### src/rtl/core/salc_pkg.sv
// shared types, constants and register codes for the set-associative lru cache simulator
`default_nettype none

package salc_pkg;

   // default geometry
   localparam int MAX_SET_BITS_DEF = 6;
   localparam int WAYS_DEF         = 8;
   localparam int ADDR_BITS        = 32;

   // address bits that take part in the lookup
   localparam logic [31:0] ADDR_MASK = (ADDR_BITS >= 32) ? 32'hFFFF_FFFF :
                                       32'((64'd1 << ADDR_BITS) - 64'd1);

   // access kinds
   localparam logic [1:0] FUNC_INSTR  = 2'd0;
   localparam logic [1:0] FUNC_LOAD   = 2'd1;
   localparam logic [1:0] FUNC_STORE  = 2'd2;
   localparam logic [1:0] FUNC_MODIFY = 2'd3;

   // control register port
   localparam int CSR_IDX_W  = 2;
   localparam int CSR_DATA_W = 5;

   localparam logic [CSR_IDX_W-1:0] CSR_SET_BITS    = 2'd0;
   localparam logic [CSR_IDX_W-1:0] CSR_WAYS_IN_USE = 2'd1;
   localparam logic [CSR_IDX_W-1:0] CSR_BLOCK_BITS  = 2'd2;

   localparam logic [2:0] SET_BITS_RST    = 3'd4;
   localparam logic [3:0] WAYS_IN_USE_RST = 4'd1;
   localparam logic [4:0] BLOCK_BITS_RST  = 5'd4;

   typedef struct packed {
      logic [1:0]  func;
      logic [31:0] address;
   } req_word_type;

   typedef struct packed {
      logic        touched;
      logic        hit;
      logic        miss;
      logic        eviction;
      logic [2:0]  way_used;
      logic [31:0] hit_total;
      logic [31:0] miss_total;
      logic [31:0] eviction_total;
   } rsp_word_type;

   // controller to datapath
   typedef struct packed {
      logic clear_step;
      logic capture;
      logic read;
      logic eval;
      logic commit;
   } ctrl_cmd_type;

   // datapath to controller
   typedef struct packed {
      logic clear_last;
      logic out_free;
   } dp_status_type;

endpackage

`default_nettype wire

### src/rtl/core/salc_ctrl.sv
// sequencing state machine: clearing pass, capture, set read, evaluate, write back
`default_nettype none

module salc_ctrl (
   input  wire logic                    clock,
   input  wire logic                    reset,
   input  wire logic                    req_valid,
   output logic                         req_ready,
   input  wire salc_pkg::dp_status_type status,
   output salc_pkg::ctrl_cmd_type       cmd
);

   typedef enum logic [4:0] {
      ST_CLEAR = 5'b00001,
      ST_IDLE  = 5'b00010,
      ST_READ  = 5'b00100,
      ST_EVAL  = 5'b01000,
      ST_WRITE = 5'b10000
   } state_type;

   state_type state_ff;
   state_type state_in;

   always_comb begin
      state_in = state_ff;
      cmd      = '0;
      case (state_ff)
         ST_CLEAR: begin
            cmd.clear_step = 1'b1;
            if (status.clear_last) begin
               state_in = ST_IDLE;
            end
         end
         ST_IDLE: begin
            if (req_valid) begin
               cmd.capture = 1'b1;
               state_in    = ST_READ;
            end
         end
         ST_READ: begin
            cmd.read = 1'b1;
            state_in = ST_EVAL;
         end
         ST_EVAL: begin
            cmd.eval = 1'b1;
            state_in = ST_WRITE;
         end
         ST_WRITE: begin
            // hold until the result register can take the word
            if (status.out_free) begin
               cmd.commit = 1'b1;
               state_in   = ST_IDLE;
            end
         end
         default: begin
            state_in = ST_CLEAR;
         end
      endcase
   end

   assign req_ready = (state_ff == ST_IDLE);

   always_ff @(posedge clock) begin
      if (reset) begin
         state_ff <= ST_CLEAR;
      end else begin
         state_ff <= state_in;
      end
   end

endmodule

`default_nettype wire

### config.mk
export PLATFORM = sky130hd
export DESIGN_NAME = salc_ctrl
export DESIGN_NICKNAME = d
export VERILOG_FILES = /design/src/rtl/core/salc_pkg.sv /design/src/rtl/core/salc_ctrl.sv
export SDC_FILE = /design/constraint.sdc
export NUM_CORES = 1
export LEC_CHECK = 0
export BUFFER_PORTS_ARGS = -buffer_cell sky130_fd_sc_hd__buf_2
export CORE_AREA = 4 4 41 43
export DETAILED_ROUTE_END_ITERATION = 6
export DIE_AREA = 0 0 45 47
export HOLD_SLACK_MARGIN = 0.08
export PLACE_DENSITY = 0.47
export SLEW_MARGIN = 40
export SYNTH_ARGS = -nofsm -noshare
export SYNTH_HDL_FRONTEND = slang
export SYNTH_SLANG_ARGS = --single-unit
export TNS_END_PERCENT = 1
### constraint.sdc
create_clock -name clock -period 1.1 [get_ports clock]
set_input_delay 0.055 -clock clock [delete_from_list [all_inputs] [get_ports clock]]
set_output_delay 0.055 -clock clock [all_outputs]
set_load 0.02 [all_outputs]
==> impl_results.md <==
* DRC Markers at 0
* Gr usage total at 0.103
* Ant diodes at 0
* Reg clk slew, reported paths at 0.04 ns
* Critical Path RT at 1.04 ns
* CP endpoint kind: primary output
* Synthesis-to-finish area growth at 84.8%
* Remaining global-route overflow at 0
* Warnings, synthesis at 0
* Max Cap Viol at 0
* Tmin final at 1.32 ns
* Yosys cell types at 24
* Flop pwr share at 0.338
* First-pass GRT wire length at 1410 um
* Share of post-route cells with drive strength above 1 at 0.759
* Biggest register: state_ff
* DIE AREA at 2120 um^2
* Clock Skews at 0.000307 ns
* Hold Fails Final Rpt at 0
* Row cnt at 13
* Antenna violations before repair at 0
* Sw Ratio at 0.300
* Max FFs per register at 5
* Failing checks: setup timing
* Worst VDD drop at 584 uV
* Clock Power Share at 0.318
* Initial core utilization at 0.240
* Slew of the pin with the lowest slew margin at 0.205 ns
* Largest cells by area after synthesis: dfxtp_1 32%, and4_1 5.6%, nor3_4 5.2%, nor3b_1 4.8%, and3_1 4.0%
* Vias in the first global route at 350
* Fill count at 136
* Critical path type: flop to primary output
* Gpl congestion at 0.711
* Combinational cell fraction of total power at 0.344
* TritonCTS clock tree: built
* PD cells at 1170 nW/um^2
* Post-Synthesis Net Count at 38
* RSZ-0062 raised after global routing: true
* Die height at 47 um
* IO Count at 11
* WP data arrival at 1.27 ns
* Root Driver: clkbuf_4
* Core area at 1300 um^2
* Drt pass-1 iters at 4
* Crit share post-route at 1.20
* LEAKAGE at 0.279 nW
* Port-buffer cells at 10
* Num CTS Buffers at 3
* Worst setup margin at -0.223 ns
* TritonCTS Sinks at 5
* Max Clock Freq at 756 MHz
* Slew Limit Fails at 0
* Antenna Violating Nets Remaining at 0
* Chip width at 45 um
* # setup viols final at 11
* CTS Buffer Depth at 2
* Cell Area, Placed at 403 um^2
* Fin area at 578 um^2
* Avg Inst Size Synth at 9.48 um^2
* Final wirelength at 954 um
* Status: finished, violations left
* Worst skew pair latency at 0.24 ns
* P_sw at 0.203 mW
* Min-Delay Path Class: input pin to flop
* Largest registers: state_ff: 5 flops
* Cell-internal power at 0.473 mW
* Iteration-0 DRC Markers at 6
* Vias per cell at 5.00
* Syn Inst Count at 33
* Post-DP HPWL at 603 um
* CP Launch Type: flop
* H-tree levels at 1
* Register area share after synthesis at 0.320
* Hold WS at 0.138 ns
* DR WL/cell at 13.1 um
* Worst Path Max Fanout at 5
* Area leader, netlist: dfxtp_1
* Via count at 365
* Relative slew slack at 0.862
* Synth top area share at 0.320
* Netlist Area Pre-Place at 313 um^2
* Largest net degree at the start of global routing at 8
* Number of synthesized register bits at 5
* Final nets at 64
layer usage:
| metal | global-route usage | wire length [um] |
|---|---|---|
| met1 | 0.0934 | 346 |
| met2 | 0.167 | 552 |
| met3 | 0.0230 | 32 |
| met4 | 0.140 | 22 |
| met5 | 0 | 0 |
repair_timing:
| action | CTS | global route |
|---|---|---|
| endpoints found under the setup margin | 11 | 11 |
| gates resized for setup | 21 | 8 |
| hold buffers | 0 | 0 |
| buffers inserted | 5 | 3 |
| pin swaps | 5 | 6 |
cell usage in the layout, fill, tap and decap left out, types with 2 or more instances in the layout:
cell type and n:
buf_4 13, buf_2 5, buf_6 5, clkbuf_4 3, dfxtp_4 3, nor2_1 2, and4_1 2, dfxtp_2 2
cell usage after synthesis:
library cell  n
dfxtp_1       5
o31ai_1       1
o21ai_0       1
a21oi_1       1
a211o_1       1
nor4_1        1
and4_1        2
o211a_1       1
and3b_4       1
and2_1        1
nand2_1       1
a21boi_0      1
nor2_1        3
xor2_1        1
buf_6         1
and3_1        2
and3b_1       1
nand4b_1      1
buf_4         1
nor3b_1       2
and4_2        1
nor4b_1       1
inv_1         1
nor3_4        1
final timing paths:
path	startpoint	end	slack [ns]	cells past startpoint
worst min-delay path	req_valid	state_ff[2]$_SDFFE_PP0P_	0.14	2
worst min register to register	state_ff[3]$_SDFFE_PP0P_	state_ff[1]$_SDFFE_PP0P_	0.63	2
worst max-delay path	state_ff[3]$_SDFFE_PP0P_	cmd[3]	-0.22	4
worst max register to register	state_ff[1]$_SDFFE_PP0P_	state_ff[4]$_SDFFE_PP0P_	-0.17	6
layout make-up:
| type | count | area (um^2) | share of cell area |
|---|---|---|---|
| multi-input cells | 25 | 236 | 0.409 |
| repair buffers | 23 | 179 | 0.310 |
| well taps | 15 | 18.8 | 0.0325 |
| clock buffers | 4 | 26.3 | 0.0455 |
| inverters | 1 | 3.75 | 0.00649 |
| flip-flops and latches | 5 | 114 | 0.197 |
power by group through the flow:
| stage | Clock, mW | Sequential [mW] | Combinational [mW] |
|---|---|---|---|
| 2_1_floorplan | 0 | 0.217 | 0.0984 |
| 3_3_place_gp | 0 | 0.226 | 0.158 |
| 3_5_place_dp | 0 | 0.224 | 0.158 |
| 4_1_cts | 0.221 | 0.229 | 0.197 |
| 5_1_grt | 0.246 | 0.234 | 0.248 |
| 6_report | 0.215 | 0.229 | 0.233 |
stage by stage:
stage,setup TNS [ns],utilization,total power [mW],setup slack (ns),instances
final,-1.67,0.444,0.677,-0.223,73
after global routing,-2.34,0.444,0.728,-0.300,73
after global placement,-0.460,0.310,0.383,-0.104,61
after floorplan,-0.00941,-,0.315,-0.00941,33
after detailed placement,-0.506,0.310,0.383,-0.108,61
after CTS,-1.52,0.400,0.647,-0.230,70
worst max-delay path: stages, from the launching register on:
cell	delay [ns]
dfxtp_4	0.36
nor3_4	0.18
and3b_4	0.24
and2_4	0.14
buf_6	0.10
cell families (layout without fill, tap and decap cells):
| family | after synthesis | count (layout) | share of synthesized area |
|---|---|---|---|
| AND/OR/NAND/NOR | 18 | 18 | 0.440 |
| AO/OA/AOI/OAI | 6 | 6 | 0.140 |
| flip-flops | 5 | 5 | 0.320 |
| buffers and inverters | 3 | 28 | 0.0720 |
| XOR/XNOR | 1 | 1 | 0.0280 |
Power figures use the tool's default switching activity.
